## src/design/lbm_pkg.sv

```systemverilog
// ============================================================================
// lbm_pkg - shared types and constants for the lidar background mask
// Field widths, status codes, register indexes and the mask entry layout.
// ============================================================================
package lbm_pkg;

    localparam int unsigned BEAM_W       = 10;
    localparam int unsigned RANGE_W      = 16;
    localparam int unsigned STATUS_W     = 3;
    localparam int unsigned CFG_IDX_W    = 2;
    localparam int unsigned MAX_BEAMS    = 1 << BEAM_W;
    localparam int unsigned NUM_BEAMS_DEF = 1024;

    localparam logic [RANGE_W-1:0] RANGE_LOWER_RST    = '0;
    localparam logic [RANGE_W-1:0] RANGE_UPPER_RST    = '1;
    localparam logic [RANGE_W-1:0] BG_MARGIN_RST      = '0;

    typedef enum logic [CFG_IDX_W-1:0] {
        CFG_RANGE_LOWER    = 2'd0,
        CFG_RANGE_UPPER    = 2'd1,
        CFG_BG_MARGIN      = 2'd2
    } cfg_index_t;

    typedef enum logic [STATUS_W-1:0] {
        STATUS_INVALID    = 3'd0,
        STATUS_STORED     = 3'd1,
        STATUS_UNCHANGED  = 3'd2,
        STATUS_FOREGROUND = 3'd3,
        STATUS_BACKGROUND = 3'd4
    } status_t;

    // One mask word: presence flag above the stored range.
    typedef struct packed {
        logic               present;
        logic [RANGE_W-1:0] range;
    } mask_entry_t;

    typedef struct packed {
        logic [RANGE_W-1:0] range_lower;
        logic [RANGE_W-1:0] range_upper;
        logic [RANGE_W-1:0] bg_margin;
    } cfg_t;

    typedef struct packed {
        status_t     status;
        logic        wr_en;
        mask_entry_t wr_entry;
    } verdict_t;

endpackage

```

## src/design/lbm_classify.sv

```systemverilog
// ============================================================================
// lbm_classify - per-sample decision
// Checks the range window and decides the status and the mask update.
// ============================================================================
module lbm_classify #(
    parameter int unsigned NUM_BEAMS = lbm_pkg::NUM_BEAMS_DEF
) (
    input  logic                         action,
    input  logic [lbm_pkg::BEAM_W-1:0]   beam_index,
    input  logic [lbm_pkg::RANGE_W-1:0]  range,
    input  lbm_pkg::mask_entry_t         entry,
    input  lbm_pkg::cfg_t                cfg,
    output lbm_pkg::verdict_t            verdict
);

    logic                         in_window;
    logic                         beam_ok;
    logic                         closer;
    logic                         background;
    logic [lbm_pkg::RANGE_W:0]    range_plus_thr;

    assign beam_ok   = {22'd0, beam_index} < 32'(NUM_BEAMS);
    assign in_window = (range > cfg.range_lower) && (range < cfg.range_upper) && beam_ok;
    assign closer    = entry.range > range;

    // entry - threshold < range, rearranged so nothing goes negative.
    assign range_plus_thr = {1'b0, range} + {1'b0, cfg.bg_margin};
    assign background     = entry.present && ({1'b0, entry.range} < range_plus_thr);

    always_comb begin
        verdict.status         = lbm_pkg::STATUS_INVALID;
        verdict.wr_en          = 1'b0;
        verdict.wr_entry.present = 1'b1;
        verdict.wr_entry.range = range;
        if (in_window) begin
            if (!action) begin
                if (!entry.present || closer) begin
                    verdict.status = lbm_pkg::STATUS_STORED;
                    verdict.wr_en  = 1'b1;
                end else begin
                    verdict.status = lbm_pkg::STATUS_UNCHANGED;
                end
            end else begin
                verdict.status = background ? lbm_pkg::STATUS_BACKGROUND
                                            : lbm_pkg::STATUS_FOREGROUND;
            end
        end
    end

endmodule
```

## config.mk

```make
export PLATFORM = sky130hd
export DESIGN_NAME = lbm_classify
export DESIGN_NICKNAME = d
export VERILOG_FILES = /design/src/design/lbm_pkg.sv /design/src/design/lbm_classify.sv
export SDC_FILE = /design/constraint.sdc
export NUM_CORES = 1
export LEC_CHECK = 0
export BUFFER_PORTS_ARGS = -buffer_cell sky130_fd_sc_hd__buf_4
export CAP_MARGIN = 5
export CORE_ASPECT_RATIO = 1.5
export CORE_MARGIN = 2
export CORE_UTILIZATION = 43
export DETAILED_ROUTE_END_ITERATION = 10
export PLACE_DENSITY = 0.74
export SYNTH_ARGS = -nofsm -noshare
export SYNTH_HDL_FRONTEND = slang
export SYNTH_SLANG_ARGS = --single-unit
export TNS_END_PERCENT = 10
```

## constraint.sdc

```tcl
create_clock -name vclk -period 9.6
set_clock_uncertainty 0.15 [all_clocks]
set_input_delay 1.44 -clock vclk [all_inputs]
set_output_delay 1.44 -clock vclk [all_outputs]
set_load 0.02 [all_outputs]
```

==> results.md, run 1 <==
- The congestion estimate from routability-driven global placement came to around 0.90.
- The worst setup path is launched from an input port.
- The kind of cell with the highest combined delay on the critical path is compound AO/OA/AOI/OAI gates.
- Once routing completed, OpenROAD measured the worst setup slack at 3.121 ns.
- The critical path class is input port to primary output.
- The core region is 5409 µm².
- The logic depth of the worst setup path including buffers is 17.
- In the final routed layout, each cell accounts on average for 13.45 µm.
- Summing every instance area after synthesis gives 2371 µm².
- The post-route minimum period is 6.479 ns.
- The final critical-path share of the clock period is 67.49%.
- Across all hold checks on the routed design, the worst slack comes to 2.983 ns.
- The combined buffer and inverter count along the critical path is 2.
- VDD sags by at most 0.00002795 V.
- The number of maximum-capacitance violations is 0.
- For this run, the post-layout net count is 572.
- The count of final hold-check violations is 0.
- Buffers placed on the I/O ports in this run total 102.
- The post-route netlist has a little over a quarter of its cells at a drive strength greater than 1.
- After routing, the total negative slack on setup checks comes to 0 ns.
- The area of all sequential standard cells is 0 µm².
- Sequential cells were found to cover 0% of the synthesized design area.
- Setup repair after global routing left no endpoint under its margin.
- The initial utilization of the core area, before any placement, comes to a little over two fifths.
- The number of filler instances in the final layout is 560.
- The final count of negative-setup-slack endpoints is 0.
- The post-detailed-route count of antenna-violating nets is 0.
- The nature of the critical path endpoint is a primary output.
- The number of sequential cells in the layout is 0.
- Once the clock tree was built, the resizer swapped 0 gates to a different size.
- The number of placed I/O pins is 113.
- The largest single stage delay on the critical path is 0.45 ns.
- The first global-routing pass estimated ~11 mm of wire.
- The master of the slowest instance on the critical path is sky130_fd_sc_hd__fa_1.
- The worst hold path was traced through 2 stages.
- The number of diodes is 0.
- The number of antenna violations at the first check in global routing came to 0.
- The violation count after the first detailed-route iteration is 83.
- The number of setup buffers added after CTS is 0.
- Entering global routing, the biggest net connects 7 pins.
- The floorplan step defined a die boundary enclosing 6136 µm².
- The number of iterations in the first detailed-routing pass is 4.
- For this run the aggregate overflow at the end of global routing stands at 0.
- For this design the ratio of total power to cell area is between 50 and 60 nW/µm².
- The flow ran to the end, and the final reports show no timing, DRC or antenna violations.
- Using the TritonRoute via totals, the vias-per-cell ratio works out to 5.373.
- Before CTS, the worst setup slack after placement is 3.119 ns.
- The via count of the first global-routing pass is 2,590.
- The leakage power summed over all cells is 1.798 nW.
- After floorplanning, the core was divided into 33 placement rows.
- The tightest min-delay check is of the input port to primary output type.
- The yosys synthesis warning count is 0.
- The maximum frequency from static timing analysis is roughly 150 MHz.
- In this run the worst path has a maximum fanout of 5.
- The arrival time reported for the critical path endpoint is 4.89 ns.
- For this run, the total global-route usage over all layers was measured as 21.43%.
- The count of cell types in the netlist is 47.
- Each instance of the synthesized netlist takes up on average 7.551 µm².
- After detailed routing, the number of remaining DRC violations is 0.
- The final instance area is between 3000 and 4000 µm².
- The overall die height is 94.95 µm.
- Buffers inserted to repair hold after CTS numbered 0.
- Detailed placement ended at an HPWL of 5.747 mm.
- Counting every instance in the synthesized netlist gives 314.
- The number of nets in the synthesized netlist is 485.
- In this run the horizontal extent of the chip is 64.63 µm.
- Compared with the post-synthesis result, the final layout area differs by 30.61%.
- The number of pins with negative max-slew slack in the final report was 0.
- The final route contains 2,520 vias.
- The post-detailed-placement cell area is a little over 3000 µm².
- The layout has 0 clock buffers.
- The total detailed-routing wirelength is 6.307 mm.
- Walking the worst path, the cells encountered are buf_4, ha_1, fa_1, a211oi_2, o21ai_1, a21o_1, a311o_1, a21oi_1, xor2_1, ha_1, nand4_1, a21oi_1, nor3_1, a211oi_1, o21ai_0, a221oi_1, buf_4.
- For the worst setup path, the data required time is 8.01 ns.
==> layout make-up <==
class / count / area, µm² / share of cell area (%)
timing repair buffer: 102 / 765.7 / 24.73
inverter: 54 / 202.7 / 6.545
multi-input combinational: 243 / 2041 / 65.90
tap: 70 / 87.58 / 2.828
==> cells by family after synthesis <==
kind of cell / count (synthesis) / synth area share [%]
simple gates: 60 / 13.62
fa+ha+maj: 79 / 42.01
other cells: 1 / 0.1582
compound gates: 90 / 25.49
xor+xnor: 13 / 4.802
buf+inv: 71 / 13.93
==> layout by cell type (no fill, tap or decap), types with 6 or more instances in the layout <==
master	synthesis	layout
sky130_fd_sc_hd__ha_1	78	78
sky130_fd_sc_hd__nand3_1	6	6
sky130_fd_sc_hd__o21ai_0	17	17
sky130_fd_sc_hd__a21oi_1	27	27
sky130_fd_sc_hd__nand2_1	14	14
sky130_fd_sc_hd__a21o_1	13	13
sky130_fd_sc_hd__nand4_1	9	9
sky130_fd_sc_hd__xor2_1	10	10
sky130_fd_sc_hd__inv_1	54	54
sky130_fd_sc_hd__buf_4	17	102
sky130_fd_sc_hd__nor2_1	8	8
==> final timing paths <==
| kind | to | slack [ns] | start |
|---|---|---|---|
| setup / recovery | verdict[18] | 3.12 | range[0] |
| hold / removal | verdict[8] | 2.98 | range[8] |
==> stage by stage <==
stage | total power [mW] | utilization (%) | cells
floorplan | 0.1134 | - | 314
global placement | 0.1681 | 57.25 | 469
detailed placement | 0.1730 | 57.25 | 469
CTS | 0.1743 | 57.25 | 469
global route | 0.1990 | 57.25 | 469
finish | 0.1733 | 57.25 | 469
==> cell usage after synthesis, drive strengths merged <==
cell / instances / area share [%]
o2111ai: 1 / 0.63
and3: 2 / 0.58
a21o: 13 / 4.1
o221ai: 1 / 0.37
or2: 1 / 0.26
a21oi: 28 / 6.1
and3b: 1 / 0.37
nor3: 4 / 0.84
a31o: 1 / 0.37
nor2b: 4 / 1.1
nand4: 9 / 2.4
o22a: 1 / 0.42
o21ai: 18 / 3.8
buf: 17 / 5.4
nand2: 14 / 2.2
and2: 2 / 0.58
nand3: 6 / 1.3
o211ai: 3 / 0.95
inv: 54 / 8.5
o211a: 1 / 0.42
a221o: 2 / 0.84
o21a: 2 / 0.63
o31ai: 1 / 0.32
nand2b: 4 / 1.1
nor2: 8 / 1.3
a311oi: 1 / 0.37
a31oi: 2 / 0.53
a311o: 1 / 0.42
a2111o: 1 / 0.47
a2111oi: 3 / 1.1
and4: 4 / 1.5
conb: 1 / 0.16
xor2: 10 / 3.7
a211o: 2 / 0.74
a211oi: 4 / 1.5
a221oi: 2 / 0.74
ha: 78 / 41
nor4: 1 / 0.26
xnor2: 3 / 1.1
fa: 1 / 0.84
a41oi: 1 / 0.37
o21bai: 1 / 0.32
==> power by group <==
group / internal, mW / switching (mW)
Sequential: 0 / 0
Clock: 0 / 0
Combinational: 0.0849 / 0.0884
==> metal layers <==
layer | part of all wire, % | GRT usage (%)
met3 | 4.8 | 1.549
met1 | 39 | 23.18
met4 | 1.3 | 2.305
met2 | 55 | 45.23
met5 | 0 | 0
Note: power is estimated with default switching activity, not from simulation.
==> run 2, diff against run 1 <==
==> constraint.sdc (replaced) <==
create_clock -name vclk -period 6
set_clock_uncertainty 0.15 [all_clocks]
set_input_delay 0.9 -clock vclk [all_inputs]
set_output_delay 0.9 -clock vclk [all_outputs]
set_load 0.02 [all_outputs]
==> run 2 against run 1 <==
Global-route usage shrank 0.62 points. Power is 60% higher. Setup slack lost 2.6 ns. Count of clock-buffer cells in the layout stayed put. Routed wire length down 0.41%. Critical endpoint unchanged.
==> results.md, run 2 (synthesis gave the netlist of run 1 again) <==
- The power spent charging and discharging nets came to 142.2 µW (+61%).
- The wire length of the first global-routing pass was 10.42 mm (-3.7%).
- The total detailed-routing wirelength is 6.281 mm (-0.41%).
- The path class of the tightest hold or removal check is input port to primary output.
- The total die area is 6136 µm² (unchanged).
- The arrival time reported for the critical path endpoint is 4.41 ns (-0.48 ns).
- The layout-stage area growth over the synthesis result came to 30.61% (unchanged).
- Traced cell by cell, the critical path runs through buf_4, ha_1, fa_1, a211oi_2, o21ai_1, a21o_1, a311o_1, a21oi_1, xor2_1, ha_1, nand4_1, a21oi_1, nor3_1, a211oi_1, o21ai_0, a221oi_1, buf_4.
- The leakage power summed over all cells is 1.798 nW (unchanged).
- The nature of the critical path endpoint is a primary output.
- The top fanout value on the critical path was 5 (unchanged).
- The number of diodes came to 0 (unchanged).
- The post-detailed-route count of antenna-violating nets is 0 (unchanged).
- The number of hold buffers added after CTS is 0 (unchanged).
- The half-perimeter wire length of the detailed placement result is 5.689 mm (-1.0%).
- The aggregate global routing overflow is 0 (unchanged).
- The top cell types in the final layout, fill and taps aside, are sky130_fd_sc_hd__buf_4, sky130_fd_sc_hd__ha_1, sky130_fd_sc_hd__inv_1.
- The switching part of the total is 51.13% (+0.12 points).
- The number of antenna violations at the first check in global routing is 0 (unchanged).
- The portion of total power attributed to combinational logic came to 100.0% (about the same).
- The largest stage delay on the critical path is 0.44 ns (about the same).
- The overall die width is 64.63 µm (unchanged).
- The final count of negative-setup-slack endpoints is 0 (unchanged).
- The count of final hold-check violations is 0 (unchanged).
- The number of filler instances in the final layout came to 545 (-2.7%).
- The average routed wire per standard cell is 13.39 µm (-0.41%).
- The critical path is of the input port to primary output type.
- The layout cell share with drive strength beyond 1 is 27.32% (unchanged).
- The data required time of the critical path came to 4.95 ns (-3.06 ns).
- The routed length on met3 is 283 µm (-7.2%).
- In this run the most critical hold path is launched from range[8].
- The master of the slowest instance on the critical path is sky130_fd_sc_hd__fa_1.
- The core box area is 5409 µm² (unchanged).
- The largest vdd supply drop is 0.00004486 V (+61%).
- The number of cells upsized or downsized after cts is 0 (unchanged).
- The overall die height is 94.95 µm (unchanged).
- The violation count after the first detailed-route iteration came to 78 (-6.0%).
- The residual DRC count is 0 (unchanged).
- The fraction of power consumed by the clock network is 0% (unchanged).
- Setup repair after global routing left no endpoint under its margin.
- The total of clock buffers placed in the layout is 0 (unchanged).
- The number of vias per cell was 5.360 (-0.24%).
- The fraction of power consumed by sequential logic was 0% (unchanged).
- The number of buffers added for setup after CTS is 0 (unchanged).
- The global placement routability congestion is 0.9027 (about the same).
- The number of iterations in the first detailed-routing pass is 4 (unchanged).
- The count of input and output buffers is 102 (unchanged).
- The number of sequential cells in the layout is 0 (unchanged).
- The area of all sequential standard cells came to 0 µm² (unchanged).
- The pin count of the biggest net entering global routing is 7 (unchanged).
- The number of pins with negative max-slew slack in the final report is 0 (unchanged).
- The path with the worst hold slack has its endpoint at verdict[8].
- The total negative slack is 0 ns (unchanged).
- The post-route met1 wirelength is 2.478 mm (+0.36%).
- The core utilization of the finished layout is 57.25% (unchanged).
- The overall track demand over capacity in global routing came to 20.81% (-0.62 points).
- The number of placed I/O pins is 113 (unchanged).
- The run finished with clean final reports.
- The hold-critical path depth is 2 (unchanged).
- The maximum frequency from static timing analysis is 183.0 MHz.
- The most common cell after layout, fill and taps aside is sky130_fd_sc_hd__buf_4.
- The final critical-path share of the clock period is 91.06%.
- The startpoint type of the worst setup path is an input port.
- The via count of the first global-routing pass is 2,498 (-3.6%).
- The total via count in the routed design is 2,514 (-0.24%).
- The routed length on met2 is 3.430 mm (-0.61%).
- The top layer reached by signal wires is met4.
- The cell internal power dissipation is 135.9 µW (+60%).
- The number of maximum-capacitance violations is 0 (unchanged).
- The net count of the finished layout is 572 (unchanged).
- The power density of the placed cells is 89.82 nW/µm² (+60%).
- The initial core utilization was 43.84% (unchanged).
- The number of placement rows came to 33 (unchanged).
- The clock period could shrink to roughly 5.5 ns.
[run 2: cell counts in the layout (fill, tap and decap cells not counted)]
No cell type changed its count.
[run 2: worst max path at each step]
| stage | startpoint | to | slack [ns] | cells after the start |
|---|---|---|---|---|
| after floorplan | range[0] | verdict[18] | 0.88 | 15 |
| after global placement | range[0] | verdict[19] | 0.60 | 17 |
| after detailed placement | range[0] | verdict[18] | 0.59 | 17 |
| after CTS | range[0] | verdict[18] | 0.57 | 17 |
| after global routing | range[0] | verdict[18] | 0.33 | 17 |
| final | range[0] | verdict[18] | 0.54 | 17 |
[run 2: worst max-delay path, delay by kind of cell]
family,cells,cell delay (ns)
compound gates,9,1.94
buf+inv,2,0.34
xor+xnor,1,0.10
fa+ha+maj,3,0.98
simple gates,2,0.16
[run 2: metrics by stage]
stage	cells	setup slack [ns]	hold WS, ns	power, mW	area [µm²]
2_1_floorplan	314	0.8750	1.739	0.1814	2371
5_1_grt	469	0.3332	1.915	0.3150	3097
3_5_place_dp	469	0.5870	1.907	0.2772	3097
6_report	469	0.5364	1.906	0.2781	3097
3_3_place_gp	469	0.5998	1.906	0.2692	3097
4_1_cts	469	0.5652	1.907	0.2792	3097
[run 2: power by group through the flow]
stage                     sequential (mW)  combinational, mW  clock, mW
final                                   0              0.278          0
after global routing                    0              0.315          0
after CTS                               0              0.279          0
after detailed placement                0              0.277          0
after global placement                  0              0.269          0
after floorplan                         0              0.181          0
[run 2: per-layer routing]
layer | vias to the layer above | track usage (%)
li1 | 1300 | -
met1 | 1132 | 22.17
met2 | 73 | 44.10
met3 | 9 | 1.549
met4 | 0 | 2.660
met5 | - | 0
[run 2: final cells by class]
class	count	area, µm²	area share [%]
inverter	54	202.7	6.545
multi-input combinational	243	2041	65.90
tap	70	87.58	2.828
timing repair buffer	102	765.7	24.73
==> run 3, diff against run 2 <==
--- a/config.mk
+++ b/config.mk
@@ -12,6 +12,7 @@
 export CORE_UTILIZATION = 43
 export DETAILED_ROUTE_END_ITERATION = 10
 export PLACE_DENSITY = 0.74
+export RECOVER_POWER = 50
 export SYNTH_ARGS = -nofsm -noshare
 export SYNTH_HDL_FRONTEND = slang
 export SYNTH_SLANG_ARGS = --single-unit
==> constraint.sdc (replaced) <==
create_clock -name vclk -period 6
set_clock_uncertainty 0.15 [all_clocks]
set_input_delay 0.6 -clock vclk [all_inputs]
set_output_delay 0.6 -clock vclk [all_outputs]
set_load 0.02 [all_outputs]
==> run 3 against run 2 <==
Cell area fell by 1.2%. Critical path depth unchanged. Fmax up 11%. Utilization decreased by 0.69 points. Sequential share of layout area unchanged. Via count rose by 0.76%. Critical path type unchanged. Critical endpoint unchanged. Largest cell class unchanged.
==> results.md, run 3 (synthesis gave the netlist of run 1 again) <==
- The post-route non-filler standard cell count is 469 (unchanged).
- The switching part of the total is 51.55% (+0.42 points).
- The largest vdd supply drop is 0.00004091 V (-8.8%).
- The via count of the first global-routing pass is 2,580 (+3.3%).
- The post-detailed-placement cell area came to 3097 µm² (unchanged).
- The residual DRC count is 0 (unchanged).
- The nature of the critical path endpoint is a primary output.
- In the layout the commonest cells are sky130_fd_sc_hd__buf_4, sky130_fd_sc_hd__ha_1, sky130_fd_sc_hd__inv_1.
- The overall die width is 64.63 µm (unchanged).
- The total of clock buffers placed in the layout is 0 (unchanged).
- The endpoint of the worst hold-timing path is verdict[3].
- The post-detailed-route count of antenna-violating nets is 0 (unchanged).
- The flow ran to the end, and the final reports show no timing, DRC or antenna violations.
- The fraction of power consumed by sequential logic was 0% (unchanged).
- Setup repair after global routing left no endpoint under its margin.
- The worst hold path class is input port to primary output.
- The core box area came to 5409 µm² (unchanged).
- The startpoint type of the worst setup path is an input port.
- The worst hold slack is 1.315 ns (-0.5907 ns).
- The fraction of power consumed by the clock network is 0% (unchanged).
- The number of sequential cells in the layout is 0 (unchanged).
- The power spent charging and discharging nets is 141.1 µW (-0.78%).
- The critical path goes through buf_4, ha_1, fa_1, a211oi_2, o21ai_1, a21o_1, a311o_1, a21oi_1, xor2_1, ha_1, nand4_1, a21oi_1, nor3_1, a211oi_1, o21ai_0, a221oi_1, buf_4.
- The overall track demand over capacity in global routing is 21.03% (+0.22 points).
- In this run the most critical hold path is launched from range[3].
- The number of cells upsized or downsized after cts came to 0 (unchanged).
- The total instance count after detailed placement came to 469 (unchanged).
- The post-route minimum period is 4.912 ns (-0.5520 ns).
- The number of iterations in the first detailed-routing pass is 4 (unchanged).
- The number of buffers added for setup after CTS came to 0 (unchanged).
- The core utilization of the finished layout is 56.56% (-0.69 points).
- The master of the slowest instance on the critical path is sky130_fd_sc_hd__fa_1.
- The number of hold buffers added after CTS is 0 (unchanged).
- The final critical-path share of the clock period was 81.86% (-9.2 points).
- The portion of total power attributed to combinational logic came to 100.0% (about the same).
- The overall die height came to 94.95 µm (unchanged).
- The most critical setup path has its startpoint at range[0].
- The violation count after the first detailed-route iteration is 56 (-28%).
- The count of input and output buffers is 102 (unchanged).
- The hold-critical path depth is 2 (unchanged).
- The global placement routability congestion is 0.8910 (-1.3%).
- The cell internal power dissipation is 132.6 µW (-2.4%).
- The half-perimeter wire length of the detailed placement result came to 5.655 mm (-0.60%).
- The layout cell share with drive strength beyond 1 is 24.81% (-2.5 points).
- The initial core utilization is 43.84% (unchanged).
- The aggregate global routing overflow came to 0 (unchanged).
- The number of vias per cell is 5.401 (+0.76%).
- The number of filler instances in the final layout came to 562 (+3.1%).
- The critical path class is input port to primary output.
- The average routed wire per standard cell is 13.23 µm (-1.2%).
- The power density of the placed cells is 89.48 nW/µm² (-0.38%).
- The count of final hold-check violations is 0 (unchanged).
- The pin count of the biggest net entering global routing is 7 (unchanged).
- The number of placement rows came to 33 (unchanged).
- The final count of negative-setup-slack endpoints came to 0 (unchanged).
- The layout-stage area growth over the synthesis result is 29.02%.
- The total negative slack is 0 ns (unchanged).
- The net count of the finished layout is 572 (unchanged).
- The library cell used most frequently in the layout, excluding fill and tap cells, is sky130_fd_sc_hd__buf_4.
- The total die area was 6136 µm² (unchanged).
- The number of placed I/O pins is 113 (unchanged).
- The number of diodes is 0 (unchanged).
- The total detailed-routing wirelength is 6.205 mm (-1.2%).
- The wire length of the first global-routing pass is 10.59 mm (+1.7%).
- The maximum frequency from static timing analysis came to 203.6 MHz (+11%).
- The number of pins with negative max-slew slack in the final report is 0 (unchanged).
- The number of maximum-capacitance violations is 0 (unchanged).
- The leakage power summed over all cells is 1.762 nW (-2.0%).
- The number of antenna violations at the first check in global routing is 0 (unchanged).
- The largest stage delay on the critical path came to 0.44 ns (about the same).
- The data required time of the critical path is 5.25 ns (+0.30 ns).
- The area of all sequential standard cells is 0 µm² (unchanged).
- The total via count in the routed design came to 2,533 (+0.76%).
- The arrival time reported for the critical path endpoint is 4.16 ns (-0.25 ns).
- The top fanout value on the critical path came to 5 (unchanged).
- The final instance area came to 3059 µm² (-1.2%).
run 3: how the worst max path moves through the flow:
stage,to
floorplan,verdict[18]
global placement,verdict[19]
detailed placement,verdict[18]
CTS,verdict[18]
global route,verdict[19]
finish,verdict[18]
run 3: routing by layer:
layer	routed length [µm]	up-vias	track usage [%]
met1	2375	1145	22.46
met2	3381	76	44.01
met4	97	0	3.191
met5	0	-	0
li1	-	1302	-
met3	350	10	1.907
run 3: power by group through the flow:
| stage | clock [mW] | sequential (mW) | combinational [mW] |
|---|---|---|---|
| 6_report | 0 | 0 | 0.274 |
| 5_1_grt | 0 | 0 | 0.314 |
| 4_1_cts | 0 | 0 | 0.279 |
| 3_5_place_dp | 0 | 0 | 0.277 |
| 3_3_place_gp | 0 | 0 | 0.269 |
| 2_1_floorplan | 0 | 0 | 0.181 |
run 3: per-stage QoR:
stage                     power [mW]  worst slack, ns
final                         0.2737            1.088
after global placement        0.2689            1.199
after CTS                     0.2786            1.075
after detailed placement      0.2769            1.104
after floorplan               0.1814            1.475
after global routing          0.3140           0.8898
run 3: critical path, delay by kind of cell:
| kind | cells | cell delay, ns |
|---|---|---|
| buffers and inverters | 2 | 0.34 |
| xor gates and xnor gates | 1 | 0.10 |
| adders and majority gates | 3 | 0.98 |
| AOI/OAI and AO/OA | 9 | 1.99 |
| and+or+nand+nor | 2 | 0.15 |
run 3: area by class of cell:
| cell class | instances | area [µm²] | share of cell area (%) |
|---|---|---|---|
| multi-input combinational | 243 | 2041 | 66.71 |
| timing repair buffer | 102 | 728.2 | 23.80 |
| inverter | 54 | 202.7 | 6.626 |
| tap | 70 | 87.58 | 2.863 |
